==> config.mk <==
export PLATFORM = sky130hd
export DESIGN_NAME = pswr_fifo
export DESIGN_NICKNAME = d
export VERILOG_FILES = /design/src/hdl/pswr_pkg.sv /design/src/hdl/pswr_fifo.sv
export SDC_FILE = /design/constraint.sdc
export NUM_CORES = 1
export LEC_CHECK = 0
export BUFFER_PORTS_ARGS = -buffer_cell sky130_fd_sc_hd__buf_2
export CORE_MARGIN = 1.5
export CORE_UTILIZATION = 46
export CTS_CLUSTER_DIAMETER = 150
export DETAILED_ROUTE_END_ITERATION = 7
export PLACE_DENSITY_LB_ADDON = 0.15
export REMOVE_ABC_BUFFERS = 1
export SYNTH_ARGS = -nofsm -noshare
export SYNTH_HDL_FRONTEND = slang
export SYNTH_SLANG_ARGS = --single-unit
==> constraint.sdc <==
create_clock -name clk -period 2.8 [get_ports clk]
set_input_delay 0.14 -clock clk [delete_from_list [all_inputs] [get_ports clk]]
set_output_delay 0.14 -clock clk [all_outputs]
set_load 0.05 [all_outputs]
==> src/hdl/pswr_pkg.sv <==
// ----------------------------------------------------------------------------
// pswr_pkg: shared types and constants of the palette scan-out raster block
// payload structs, item kinds, register indexes and the wave offset table
// ----------------------------------------------------------------------------
package pswr_pkg;

	localparam logic [1:0] KIND_PIXEL   = 2'd0;
	localparam logic [1:0] KIND_FLUSH   = 2'd1;
	localparam logic [1:0] KIND_PALETTE = 2'd2;

	localparam logic [1:0] TINT_NONE = 2'd0;
	localparam logic [1:0] TINT_BLUE = 2'd1;

	localparam int COMP_W = 6;
	localparam logic [COMP_W:0] TINT_ADD = 7'd40;
	localparam logic [COMP_W:0] COMP_MAX = 7'd63;

	localparam int WAVE_LEN = 24;
	localparam logic [4:0] PHASE_MAX = 5'd23;
	localparam logic [4:0] PHASE_LEN = 5'd24;

	localparam int QDEPTH = 4;

	localparam logic [10:0] LINE_WIDTH_RESET = 11'd640;
	localparam logic [10:0] LINE_WIDTH_MIN   = 11'd3;

	typedef enum logic [1:0] {
		CFG_LINE_WIDTH = 2'd0,
		CFG_WAVE_ON    = 2'd1,
		CFG_RASTER_ON  = 2'd2,
		CFG_TINT_MODE  = 2'd3
	} cfg_reg_t;

	typedef struct packed {
		logic [10:0] line_width;
		logic        wave_on;
		logic        raster_on;
		logic [1:0]  tint_mode;
	} cfg_t;

	typedef struct packed {
		logic [1:0] kind;
		logic       frame_start;
		logic [4:0] wave_phase;
		logic [7:0] index;
		logic [5:0] red;
		logic [5:0] green;
		logic [5:0] blue;
	} pswr_in_t;

	typedef struct packed {
		logic [23:0] color;
		logic        line_end;
	} pswr_out_t;

	// one request handed from the front to the back
	typedef struct packed {
		logic        pal_wr;
		logic        blank;
		logic        last;
		logic [7:0]  index;
		logic [17:0] rgb;
	} q_entry_t;

	localparam logic signed [2:0] WAVE_TABLE [WAVE_LEN] = '{
		3'sd0, 3'sd1, 3'sd1, 3'sd1, 3'sd2, 3'sd2, 3'sd2, 3'sd2, 3'sd2, 3'sd2, 3'sd1, 3'sd1,
		3'sd0, -3'sd1, -3'sd1, -3'sd1, -3'sd1, -3'sd2, -3'sd2, -3'sd2, -3'sd2, -3'sd1,
		-3'sd1, -3'sd1
	};

endpackage

==> src/hdl/pswr_fifo.sv <==
// ----------------------------------------------------------------------------
// pswr_fifo: request queue between front and back
// small register queue so either side may stall on its own
// ----------------------------------------------------------------------------
module pswr_fifo import pswr_pkg::*; (
	input  logic     clk,
	input  logic     arst_n,
	input  logic     push_valid,
	output logic     push_ready,
	input  q_entry_t push_data,
	output logic     pop_valid,
	input  logic     pop_ready,
	output q_entry_t pop_data
);

	localparam int PW = $clog2(QDEPTH);

	q_entry_t          entry_q [QDEPTH];
	logic [PW-1:0]     wr_ptr_q;
	logic [PW-1:0]     rd_ptr_q;
	logic [PW:0]       count_q;
	logic              push;
	logic              pop;

	assign push_ready = count_q != (PW + 1)'(QDEPTH);
	assign pop_valid  = count_q != '0;
	assign push       = push_valid && push_ready;
	assign pop        = pop_valid && pop_ready;
	assign pop_data   = entry_q[rd_ptr_q];

	always_ff @(posedge clk or negedge arst_n) begin
		if (!arst_n) begin
			wr_ptr_q <= '0;
			rd_ptr_q <= '0;
			count_q  <= '0;
		end else begin
			if (push) begin
				wr_ptr_q <= wr_ptr_q + PW'(1);
			end
			if (pop) begin
				rd_ptr_q <= rd_ptr_q + PW'(1);
			end
			if (push && !pop) begin
				count_q <= count_q + (PW + 1)'(1);
			end else if (pop && !push) begin
				count_q <= count_q - (PW + 1)'(1);
			end
		end
	end

	always_ff @(posedge clk) begin
		if (push) begin
			entry_q[wr_ptr_q] <= push_data;
		end
	end

	a_count_bound: assert property (@(posedge clk) disable iff (!arst_n)
		count_q <= (PW + 1)'(QDEPTH))
		else $error("queue overfilled");

endmodule

Word-level counts from Yosys, hierarchy flattened
Memory sizes are Yosys's and may differ from the RTL's.
Index checks and enable logic that the tools add are counted.
W data, S select, Z words.
{"block": "classes", "addsub": 4, "eq_ne": 1, "mux": 4, "reduce_logical": 8}
{"cell": "$mux W3", "n": 2}
{"cell": "$add A2 B1 Y2 const B", "n": 2}
{"cell": "$logic_and A1 B1 Y1", "n": 4}
{"cell": "$add A3 B1 Y3 const B", "n": 1}
{"cell": "$ne A3 B3 Y1 const B", "n": 1}
{"cell": "$reduce_bool A3 Y1", "n": 1}
{"cell": "$sub A3 B1 Y3 const B", "n": 1}
{"cell": "$logic_not A1 Y1", "n": 2}
{"cell": "$mux W1", "n": 2}
{"cell": "$reduce_bool A2 Y1", "n": 1}
{"block": "word_totals", "reg_bits": 7, "ramBits": 116, "elab_cells": 21, "memories": 1}
{"name": "entry_q", "words": 4, "word_bits": 29, "rd": 1, "rd_clocked_by_memory_dff": 0, "wr": 1, "line": "pswr_fifo.sv:18", "source": "q_entry_t entry_q [QDEPTH];"}

Logic depth before layout (Yosys ltp)
{"block": "depth", "depth_word": 6, "mapped_depth": 8, "depth_no_buf": 8}

Worst setup path after synthesis
Ideal clock, no wire load.
{"block": "synth_timing", "path_type": "flip-flop to flip-flop", "from": "reg count_q[1]", "to": "reg count_q[2]", "arrival_time_ns": 2.010, "required_ns": 2.721, "slack_ns": 0.711, "stages_incl_launch_ff": 9, "path_buffers": 0, "period_less_slack_ns": 2.089, "cell_sequence": "dfrtp_1 > or3_4 > nand2_1 > ha_1 > inv_1 > fa_1 > xor2_1 > nor2_1 > xor2_1"}
{"block": "synth_via", "elab_chain_len": 5, "elab_cells_between_ends": 13, "cone_classes": "2 x add/sub; 1 x eq/ne; 2 x mux; 8 x reduce/logical"}
{"item": "start, declared", "line": "pswr_fifo.sv:21", "source": "logic [PW:0] count_q;"}
{"item": "start signal, assigned", "line": "pswr_fifo.sv:44", "source": "count_q <= count_q + (PW + 1)'(1);"}
{"item": "start signal, assigned", "line": "pswr_fifo.sv:46", "source": "count_q <= count_q - (PW + 1)'(1);"}
{"item": "$reduce_bool A3 Y1 *", "line": "pswr_fifo.sv:26", "source": "assign pop_valid = count_q != '0;"}
{"item": "net pop_valid", "line": "pswr_fifo.sv:11", "source": "output logic pop_valid,"}
{"item": "$logic_and A1 B1 Y1 *", "line": "pswr_fifo.sv:28", "source": "assign pop = pop_valid && pop_ready;"}
{"item": "$logic_not A1 Y1", "line": "pswr_fifo.sv:43", "source": "if (push && !pop) begin"}
{"item": "$logic_and A1 B1 Y1", "line": "pswr_fifo.sv:43"}
{"item": "$mux W3 / $reduce_bool A2 Y1 (equally long branches)"}
Mark *: on every way through the listed nets, which the timed path passes. The rest lies on a longest branch. The select of a mux whose other input is x is not followed.
A chain may end at the register's enable or synchronous reset.

==> metrics.md <==
| Metric | Value |
|---|---|
| Outcome | finished clean |
| R2R Setup Slk | 740 ps |
| Slew HR | 46.44% |
| Top-area cell type share of the netlist area | 75.73% |
| Number of buffers created by CTS | 17 |
| Clock sink count | 123 |
| Fillers | between 700 and 800 |
| Die Y | 103.0 um |
| Post-Syn Instances | 186 |
| Vias in the first global route | 2334 |
| Setup violators final | 0 |
| Pleak | 2.144 nW |
| Non-Filler Instances | ~450 |
| Final WS setup | 525.8 ps |
| Post-Syn Area | 0.004599 mm2 |
| Initial antenna violation count | 0 |
| Via/cell ratio | just under 5 |
| Detailed Place HPWL | 4.685 mm |
| Core Region | 0.009729 mm2 |
| Crit Path Max Fanout | 24 |
| Max Transition Viols Final | 0 |
| Initial DRC Count | 83 |
| Crit path time final | 2274 ps |
| Via count | 2207 |
| N_diodes | 0 |
| Synth-to-layout area growth | 30.52% |
| End of the critical path | pop_data[24] |
| Syn Area/Cell | 24.73 um2 |
| Yosys warnings | 0 |
| First drt pass iteration count | 4 |
| Wire per inst | 17.33 um |
| RePlAce Congestion | 0.6524 |
| Starting density of the core | 47.27% |
| Min-delay worst type | in2reg |
| ANT nets after route | 0 |
| Clk slew on worst S/H paths | 60 ps |
| CTS max path bufs | 2 |
| Grt ovf | 0 |
| GR Util All Layers | around 16% |
| Crit path launch | rd_ptr_q[0] |
| Synth unique cells | 19 |
| Area leader, netlist | edfxtp_1 |
| Max-cap viol count | 0 |
| Post-synth EDFFs | 116 |
| IO buf count | 63 |
| Main flop type after synthesis | edfxtp_1 |
| Count of standard-cell rows | 36 |
| Multi-input gate area | 887.1 um2 |
| Clk root buf | clkbuf_8 |
| Flops & latches, synth | 123 |
| DRC | 0 |
| Die W | 103.0 um |
| Clock Latency Late Sink | 510 ps |
| CP endpoint kind | primary output |
| Worst reg2reg path startpoint | count_q[1] |
| # resized after CTS | 0 |
| CTS tree | built |
| Worst-margin pin slew | 803.3 ps |
| Critical Path Source Type | flip-flop |
| Largest net degree at the start of global routing | 30 |
| First-pass GRT wire length | 11.92 mm |
| Worst EP arrival | 2130 ps |
| Final wirelength | 7.765 mm |
| Total power | 7.257 mW |
| DP Worst Slack | approximately 750 ps |
| Type of the worst setup path | reg2out |
| Final #Nets | 342 |
| H-tree Lvls | 4 |
| Register area share after synthesis | 79.54% |
| Die area | 0.01061 mm2 |
| P per Cell Area | 1209 mW/mm2 |
| Reg2Reg Depth | 8 |
| Worst clock skew | around 6 ps |
| Reg area | 0.003660 mm2 |
| Post-synth ARST share | approximately 5.7% |
| Setup TNS | 0 ps |
| Fmax | 439.7 MHz |
| Area contributors post-synth | edfxtp_1 (76%), mux4_2 (14%), dfrtp_1 (3.8%) |
| Fin crit share | 81.22% |
| Placed Instances | slightly below 400 |
| RSZ-0062 raised after global routing | no |
| Critical path required time | between 2000 and 3000 ps |
| VDD IR-drop max | 698.7 uV |
| Layout cells sized above 1 | between 40% and 50% |
| IO Pins | 64 |
| Final hold viol count | 0 |
| Reg-to-reg critical path endpoint | count_q[2] |
## registers in the layout, indices dropped and copies added, names as in the netlist
| register | count |
|---|---|
| rd_ptr_q | 2 |
| wr_ptr_q | 2 |
| count_q | 3 |
| entry_q | 116 |
## placed cells by master (no fill, tap or decap), types with 3 or more instances in the layout
| cell type | instances |
|---|---|
| clkbuf_16 | 16 |
| dfrtp_1 | 6 |
| edfxtp_1 | 116 |
| clkinv_2 | 3 |
| and2_2 | 4 |
| inv_1 | 3 |
| xnor2_1 | 4 |
| clkinvlp_4 | 4 |
| mux4_2 | 28 |
| buf_4 | 8 |
| clkinv_4 | 3 |
| ha_1 | 5 |
| buf_2 | 63 |
| dlygate4sd3_1 | 32 |
## report_power, final
| group | internal [mW] | leakage, nW | switching [mW] | total (mW) |
|---|---|---|---|---|
| Combinational | 0.863 | 0.734 | 1.76 | 2.62 |
| Sequential | 2.45 | 1.14 | 0.148 | 2.60 |
| Clock | 1.26 | 0.266 | 0.780 | 2.04 |
| Total | 4.57 | 2.14 | 2.68 | 7.26 |
## worst min-delay path by stage
| stage | end | startpoint | depth (start not counted) |
|---|---|---|---|
| floorplan | count_q[0] | arst_n | 0 |
| global placement | count_q[0] | arst_n | 1 |
| detailed placement | count_q[0] | arst_n | 1 |
| CTS | wr_ptr_q[0] | push_valid | 3 |
| global route | wr_ptr_q[0] | push_valid | 3 |
| finish | wr_ptr_q[0] | push_valid | 3 |
## through the flow
stage / area [um2] / hold WS (ps) / utilization, %
6_report: 6003 / 80.43 / 61.70
5_1_grt: 6003 / 95.55 / 61.70
4_1_cts: 6003 / 55.85 / 61.70
3_5_place_dp: 5120 / -18.95 / 52.62
3_3_place_gp: 5120 / -14.11 / 52.62
2_1_floorplan: 4552 / -155.6 / -
## synthesized netlist by cell type, types with 2 or more instances
cell,number
nor2_1,2
dfrtp_1,7
xor2_1,2
mux2_2,2
buf_6,3
buf_2,2
and2_1,4
xnor2_1,4
ha_1,5
nand2_1,2
mux4_2,28
edfxtp_1,116
inv_1,3
## critical path: stages (launching register included)
cell and delay [ps]:
dfrtp_2 540, buf_12 270, mux4_1 580, buf_2 230
## final cells by class
cell class                 instances  area share, %
clock buffer                      17          6.899
clock inverter                    14          2.480
inverter                           3         0.1876
multi-input combinational         54          14.78
sequential                       123          60.96
tap                              133          2.772
timing repair buffer             104          11.92
## routing by layer
| metal | track usage (%) | vias up | wire length (um) |
|---|---|---|---|
| met5 | 0 | - | 0 |
| met3 | 4.610 | 13 | 281 |
| met2 | 26.87 | 46 | 4073 |
| li1 | - | 1013 | - |
| met1 | 19.29 | 1135 | 3311 |
| met4 | 8.108 | 0 | 99 |
## logic make-up after synthesis
logic type	share of synthesized area [%]
AOI/OAI and AO/OA	0.2448
xor gates and xnor gates	1.143
adders and majority gates	1.795
buffers and inverters	1.278
DFF	79.54
muxes	14.77
and+or+nand+nor	1.224
## repair_timing
item / 4_1_cts / 5_1_grt
endpoints found under the setup margin: 0 / 0
hold buffers: 32 / 0
buffers inserted: 0 / 0
endpoints found under the hold margin: 125 / 0
Note: power is estimated with default switching activity, not from simulation.
