[config.mk]
export PLATFORM = sky130hd
export DESIGN_NAME = pswr_back
export DESIGN_NICKNAME = d
export VERILOG_FILES = /design/src/hdl/pswr_pkg.sv /design/src/hdl/pswr_ram.sv /design/src/hdl/pswr_back.sv
export SDC_FILE = /design/constraint.sdc
export NUM_CORES = 2
export LEC_CHECK = 0
export BUFFER_PORTS_ARGS = -buffer_cell sky130_fd_sc_hd__buf_2
export CORE_MARGIN = 2
export CORE_UTILIZATION = 29
export DETAILED_ROUTE_END_ITERATION = 8
export GPL_TIMING_DRIVEN = 0
export PLACE_DENSITY = 0.45
export SYNTH_ARGS = -nofsm -noshare
export SYNTH_HDL_FRONTEND = slang
export SYNTH_MEMORY_MAX_BITS = 65536
export SYNTH_SLANG_ARGS = --single-unit
export TNS_END_PERCENT = 5
[constraint.sdc]
create_clock -name clk -period 3.5 [get_ports clk]
set_input_delay 0.35 -clock clk [delete_from_list [all_inputs] [get_ports clk]]
set_output_delay 0.35 -clock clk [all_outputs]
set_load 0.01 [all_outputs]
[src/hdl/pswr_pkg.sv]
// ----------------------------------------------------------------------------
// pswr_pkg: shared types and constants of the palette scan-out raster block
// payload structs, item kinds, register indexes and the wave offset table
// ----------------------------------------------------------------------------
package pswr_pkg;

	localparam logic [1:0] KIND_PIXEL   = 2'd0;
	localparam logic [1:0] KIND_FLUSH   = 2'd1;
	localparam logic [1:0] KIND_PALETTE = 2'd2;

	localparam logic [1:0] TINT_NONE = 2'd0;
	localparam logic [1:0] TINT_BLUE = 2'd1;

	localparam int COMP_W = 6;
	localparam logic [COMP_W:0] TINT_ADD = 7'd40;
	localparam logic [COMP_W:0] COMP_MAX = 7'd63;

	localparam int WAVE_LEN = 24;
	localparam logic [4:0] PHASE_MAX = 5'd23;
	localparam logic [4:0] PHASE_LEN = 5'd24;

	localparam int QDEPTH = 4;

	localparam logic [10:0] LINE_WIDTH_RESET = 11'd640;
	localparam logic [10:0] LINE_WIDTH_MIN   = 11'd3;

	typedef enum logic [1:0] {
		CFG_LINE_WIDTH = 2'd0,
		CFG_WAVE_ON    = 2'd1,
		CFG_RASTER_ON  = 2'd2,
		CFG_TINT_MODE  = 2'd3
	} cfg_reg_t;

	typedef struct packed {
		logic [10:0] line_width;
		logic        wave_on;
		logic        raster_on;
		logic [1:0]  tint_mode;
	} cfg_t;

	typedef struct packed {
		logic [1:0] kind;
		logic       frame_start;
		logic [4:0] wave_phase;
		logic [7:0] index;
		logic [5:0] red;
		logic [5:0] green;
		logic [5:0] blue;
	} pswr_in_t;

	typedef struct packed {
		logic [23:0] color;
		logic        line_end;
	} pswr_out_t;

	// one request handed from the front to the back
	typedef struct packed {
		logic        pal_wr;
		logic        blank;
		logic        last;
		logic [7:0]  index;
		logic [17:0] rgb;
	} q_entry_t;

	localparam logic signed [2:0] WAVE_TABLE [WAVE_LEN] = '{
		3'sd0, 3'sd1, 3'sd1, 3'sd1, 3'sd2, 3'sd2, 3'sd2, 3'sd2, 3'sd2, 3'sd2, 3'sd1, 3'sd1,
		3'sd0, -3'sd1, -3'sd1, -3'sd1, -3'sd1, -3'sd2, -3'sd2, -3'sd2, -3'sd2, -3'sd1,
		-3'sd1, -3'sd1
	};

endpackage

[src/hdl/pswr_ram.sv]
// ----------------------------------------------------------------------------
// pswr_ram: generic single-write, single-read memory
// one write port and one read port with registered read data
// ----------------------------------------------------------------------------
module pswr_ram #(
	parameter int WIDTH = 8,
	parameter int DEPTH = 256
) (
	input  logic                     clk,
	input  logic                     we,
	input  logic [$clog2(DEPTH)-1:0] waddr,
	input  logic [WIDTH-1:0]         wdata,
	input  logic                     re,
	input  logic [$clog2(DEPTH)-1:0] raddr,
	output logic [WIDTH-1:0]         rdata
);

	logic [WIDTH-1:0] mem_q [DEPTH];

	always_ff @(posedge clk) begin
		if (we) begin
			mem_q[waddr] <= wdata;
		end
		if (re) begin
			rdata <= mem_q[raddr];
		end
	end

endmodule

[src/hdl/pswr_back.sv]
// ----------------------------------------------------------------------------
// pswr_back: palette lookup and colour output
// applies palette writes in order, looks up colours, tints and packs them
// into the output register
// ----------------------------------------------------------------------------
module pswr_back import pswr_pkg::*; (
	input  logic      clk,
	input  logic      arst_n,
	input  cfg_t      cfg,
	input  logic      q_valid,
	output logic      q_ready,
	input  q_entry_t  q_data,
	output logic      out_valid,
	input  logic      out_ready,
	output pswr_out_t out_data
);

	logic        b1_valid_q;
	logic        b1_blank_s1;
	logic        b1_last_s1;
	logic        out_valid_q;
	pswr_out_t   out_data_q;
	logic        adv;
	logic        pop;
	logic [17:0] pal_rdata;
	logic [5:0]  r;
	logic [5:0]  g;
	logic [5:0]  b;
	logic [6:0]  r_sum;
	logic [6:0]  b_sum;
	logic [5:0]  r_t;
	logic [5:0]  b_t;
	logic [23:0] color;

	assign adv     = !out_valid_q || out_ready;
	assign q_ready = !b1_valid_q || adv;
	assign pop     = q_valid && q_ready;

	pswr_ram #(
		.WIDTH (18),
		.DEPTH (256)
	) u_pal_ram (
		.clk   (clk),
		.we    (pop && q_data.pal_wr),
		.waddr (q_data.index),
		.wdata (q_data.rgb),
		.re    (pop && !q_data.pal_wr),
		.raddr (q_data.index),
		.rdata (pal_rdata)
	);

	assign r     = pal_rdata[17:12];
	assign g     = pal_rdata[11:6];
	assign b     = pal_rdata[5:0];
	assign r_sum = {1'b0, r} + TINT_ADD;
	assign b_sum = {1'b0, b} + TINT_ADD;

	// saturating tint, mode 3 behaves as red
	always_comb begin
		r_t = r;
		b_t = b;
		case (cfg.tint_mode)
			TINT_NONE: begin
			end
			TINT_BLUE: begin
				b_t = (b_sum > COMP_MAX) ? COMP_MAX[5:0] : b_sum[5:0];
			end
			default: begin
				r_t = (r_sum > COMP_MAX) ? COMP_MAX[5:0] : r_sum[5:0];
			end
		endcase
		color = b1_blank_s1 ? '0 : {r_t, 2'b00, g, 2'b00, b_t, 2'b00};
	end

	always_ff @(posedge clk or negedge arst_n) begin
		if (!arst_n) begin
			b1_valid_q  <= 1'b0;
			out_valid_q <= 1'b0;
		end else begin
			if (pop) begin
				b1_valid_q <= !q_data.pal_wr;
			end else if (adv) begin
				b1_valid_q <= 1'b0;
			end
			if (adv) begin
				out_valid_q <= b1_valid_q;
			end
		end
	end

	always_ff @(posedge clk) begin
		if (pop) begin
			b1_blank_s1 <= q_data.blank;
			b1_last_s1  <= q_data.last;
		end
		if (adv && b1_valid_q) begin
			out_data_q.color    <= color;
			out_data_q.line_end <= b1_last_s1;
		end
	end

	assign out_valid = out_valid_q;
	assign out_data  = out_data_q;

	a_blank_black: assert property (@(posedge clk) disable iff (!arst_n)
		adv && b1_valid_q && b1_blank_s1 |=> out_data_q.color == '0)
		else $error("blanked row not black");

	a_no_drop: assert property (@(posedge clk) disable iff (!arst_n)
		b1_valid_q && !adv |=> b1_valid_q)
		else $error("colour request dropped under stall");

endmodule

* Word level (Yosys, flattened, before mapping)
Memory sizes are Yosys's and may differ from the RTL's. A register that Yosys moved wholly into a read port is not among the register bits. Cells that the tools add are included.
Word-level totals: word-level logic and storage cells 33, flip-flop bits (word level) 29, memories kept 1, input port bits 48, output and inout bits 27, RAM bits 4608
Cells by class: add/subtract/negate cells 2, reduce and logical (&&, ||, !) cells 12, equal/unequal tests 1, mux-type cells 8, order comparisons 2
Memories:
- u_pal_ram.mem_q | depth 256, bits a word 18, rd ports 1, clocked after Yosys merged registers in 1, write ports 1, RTL line pswr_ram.sv:18 | logic [WIDTH-1:0] mem_q [DEPTH];
Operator list (count):
- $mux W6 | 4
- $add A6 B6 Y7 const B | 2
- $gt A7 B6 Y1 const B | 2
- $logic_and A1 B1 Y1 | 4
- $mux W1 | 4
- $logic_not A1 Y1 | 3
- $eq A2 B1 Y1 const B | 1
- $logic_not A2 Y1 | 1
- $logic_or A1 B1 Y1 | 2
- $reduce_bool A2 Y1 | 1
- $reduce_or A2 Y1 | 1

* Logic depth before layout (Yosys ltp)
depth after elaboration 7, gate-level depth with buffers 9, mapped depth without buffers 7

* Cells and area by module
Synthesis repeated with hierarchy kept, for this count alone.
Unflattened totals: cells, all modules 8371, area, all modules 179530.9 µm²
Modules (own cells, without submodules):
- pswr_ram | cells an instance 8281, instances 1, area each 178402.4 µm², seq. area each 138913.2 µm²
- pswr_back | cells an instance 90, instances 1, area each 1128.6 µm², seq. area each 680.7 µm²

* Worst setup path before layout
No wires, ideal clock.
kind in2reg, start input q_data[19] (netlist bit), end memory u_pal_ram.mem_q[114][0], enable pin, path buffers 5, data required time 3.107 ns, slack 0.477 ns, data arrival time 2.631 ns, library setup time 0.393 ns, cell stages on the path 8, cell sequence buf_2 -> buf_2 -> buf_2 -> buf_1 -> nor2b_1 -> nand2_1 -> clkbuf_1 -> nor2_1
RTL lines:
- start: declaration | RTL line pswr_back.sv:12 | input q_entry_t q_data,
- end: declaration | RTL line pswr_ram.sv:18
No word-level cell before the write port.

==> results.toml <==
[outcome]
status = "finished with violations"
failed_checks = "negative setup slack"

[cells_and_area]
final_area_um2 = 210000
area_delta_synth_final_pct = 19.4
post-route-util_pct = 34.8
drive_gt1_share_pct = 31.1
layout.nets = 8546
num-fill-cells = 55500

[drt]
drc = 0
drtIter0Drc = 11100
wire_per_inst_um = 33.8
viasPerCell = 5.14
vias = 87200
first_pass_iters = 6
routed_wl_um = 574000
ant_nets = 0
met3_length_um = 48800
dr_wl_met2_um = 263000
wl_met1_um = 241000
top_layer = "met5"

[timing]
finalCriticalPeriod_ns = 3.80
worst_slack_ns = -0.304
setup_tns_ns = -4.41
rsz0062_at_grt = "true"
clock_skew_ns = 0.105
slew_viol_final = 0
worst_slew_pin_slew_ns = 1.45
post-route-period-util_pct = 109
fmax_ghz = 0.263
timing.slew.headroom_pct = 3.25
hold_viol_final = 0
finalSetupViolations = 96

[yosys]
yosysSeqAreaShare_pct = 79.5
synthDistinctLibCells = 32
synth_top_area_share_pct = 79.4
synth_top_cell_by_area = "edfxtp_1"
synth.avg_cell_area_um2 = 23.1
synth.area.top_cells = "edfxtp_1 79%, mux4_2 15%, a22oi_1 2.5%"
synth_area_um2 = 176000
yosys_warnings = 0
yosys_register_bits = 4649
synthCells = 7592

[grt]
grt.total_usage_pct = 18.3
grt_pass1_vias = 87800
grt_pass1_wl_um = 767000
antenna_found_initial = 52
grt_max_degree = 129
grt-ovfl-total = 0

[setup_path]
cp-end-kind = "register"
worstSetupPathType = "input pin to register"
crit_start = "q_data[19]"
cp_max_fo = 10
arrival_ns = 4.33
startpoint_type = "input pin"
required_ns = 4.03
r2r_start = "out_valid"

[die]
row_count = 285
io_pins = 75
die_h_um = 782
start_util_pct = 29.1
fp.dieArea_um2 = 612000
die_x_um = 782
core_um2 = 603000

[power]
leakage_nw = 63.3
p_total_mw = 117
p_per_area_nw_per_um2 = 560
ir_drop_v = 0.000447

[clock_network]
cts_root_buffer = "clkbuf_16"
clk_pin_slew_ns = 0.06
htree_num_levels = 5
insertion_delay_ns = 1.07
cts_tree = "yes"
cts_buffer_depth = 4
numCtsBuffers = 481
cts.sinks = 4649

[placement]
portBuffers = 52
dpl_cell_area_um2 = 193000
dp_hpwl_um = 393000
place.gp.congestion = 0.876
pre_cts_ws_ns = -3.56

[run]
cap_violations = 0

[min_path]
hp-class = "input pin to register"
hp-start = "out_ready"
==> cell usage in the layout (no fill, tap or decap), drive strengths merged, types with 2 or more instances in the layout <==
| cell | count |
|---|---|
| edfxtp | 4647 |
| mux4 | 1152 |
| clkbuf | 875 |
| a22oi | 576 |
| buf | 568 |
| a21oi | 297 |
| nor2 | 269 |
| clkinv | 240 |
| o41ai | 72 |
| diode | 37 |
| nand2 | 35 |
| bufinv | 32 |
| dlygate4sd3 | 29 |
| inv | 22 |
| nand4 | 19 |
| nor2b | 13 |
| clkinvlp | 10 |
| conb | 6 |
| clkdlybuf4s15 | 5 |
| nand3 | 5 |
| nand2b | 4 |
| ha | 4 |
| o21ai | 3 |
| and2 | 3 |
| nand4b | 2 |
| a211oi | 2 |
| dfrtp | 2 |
| nor3 | 2 |
==> final timing paths <==
kind,end,slack (ns),cells past startpoint
max,u_pal_ram.rdata[10],-0.30,8
min,out_valid,0.14,4
max reg2reg,u_pal_ram.mem_q[110][5],-0.12,8
min reg2reg,out_data[0],0.43,0
max in group asynchronous,out_valid,3.19,3
min in group asynchronous,b1_valid_q,0.18,3
==> synth_stat cells, drive strengths merged <==
cell type  count
edfxtp      4647
mux4        1152
a22oi        576
a21oi        297
clkbuf       281
nor2         269
buf          186
o41ai         72
nand2         35
nand4         19
nor2b         13
inv           10
nand3          5
ha             4
nand2b         4
and2           3
o21ai          3
a211oi         2
dfrtp          2
nand4b         2
nor3           2
a311oi         1
a31oi          1
conb           1
nand3b         1
o21a           1
o21bai         1
o311a          1
or2            1
==> critical path, stage by stage <==
cell,delay (ns)
buf_2,0.28
clkbuf_2,0.49
clkbuf_1,0.85
mux4_2,0.41
a22oi_1,0.51
a21oi_1,0.25
o41ai_4,0.47
nand4_1,0.66
==> logic make-up after synthesis <==
family / count (synthesis) / synth area share [%]
flip-flops: 4649 / 79.5
multiplexers: 1152 / 14.8
AO/OA/AOI/OAI: 955 / 3.71
buffers and inverters: 477 / 1.19
AND/OR/NAND/NOR: 354 / 0.826
adder cells (fa/ha/maj): 4 / 0.0285
other: 1 / 0.00213
==> registers in the layout (all words and copies together), names as in the netlist <==
register,flops
b1_blank_s1,1
b1_last_s1,1
b1_valid_q,1
out_data,19
out_valid,1
u_pal_ram.mem_q,4608
u_pal_ram.rdata,18
==> layout make-up <==
| cell class | count | area (um2) | area share [%] |
|---|---|---|---|
| well taps | 8036 | 10100 | 4.79 |
| multi-input cells | 2471 | 35500 | 16.9 |
| plain buffers | 465 | 2360 | 1.12 |
| diodes | 37 | 92.6 | 0.0441 |
| flip-flops and latches | 4649 | 140000 | 66.6 |
| clock buffers | 597 | 12500 | 5.97 |
| clock inverters | 294 | 2570 | 1.22 |
| inverters | 10 | 37.5 | 0.0179 |
| repair buffers | 416 | 7000 | 3.34 |
==> power breakdown <==
group	switching [mW]	internal [mW]	leakage (nW)
clock network	22.0	27.7	7.35
registers	0.0475	61.4	41.8
logic	4.40	1.91	14.2
==> metal layers <==
layer  vias to the layer above  track usage [%]
li1                      34700                -
met1                     48000             25.2
met2                      3685             28.5
met3                       771             4.33
met4                        16             6.07
met5                         -                0
==> what timing repair did <==
action                                   CTS  global route
hold buffers                              29             0
hold endpoints to repair                1084             0
pin swaps                                  9             2
gates cloned                               0             0
setup buffers                              6             0
endpoints found under the setup margin  4029           521
resized for setup                        201            25
==> stage by stage <==
step	instances	hold slack [ns]
3_5_place_dp	16000	0.139
3_3_place_gp	15700	0.135
4_1_cts	16900	0.0288
2_1_floorplan	7597	0.0544
5_1_grt	17000	0.133
6_report	17000	0.140
(Power assumes the default switching activity.)
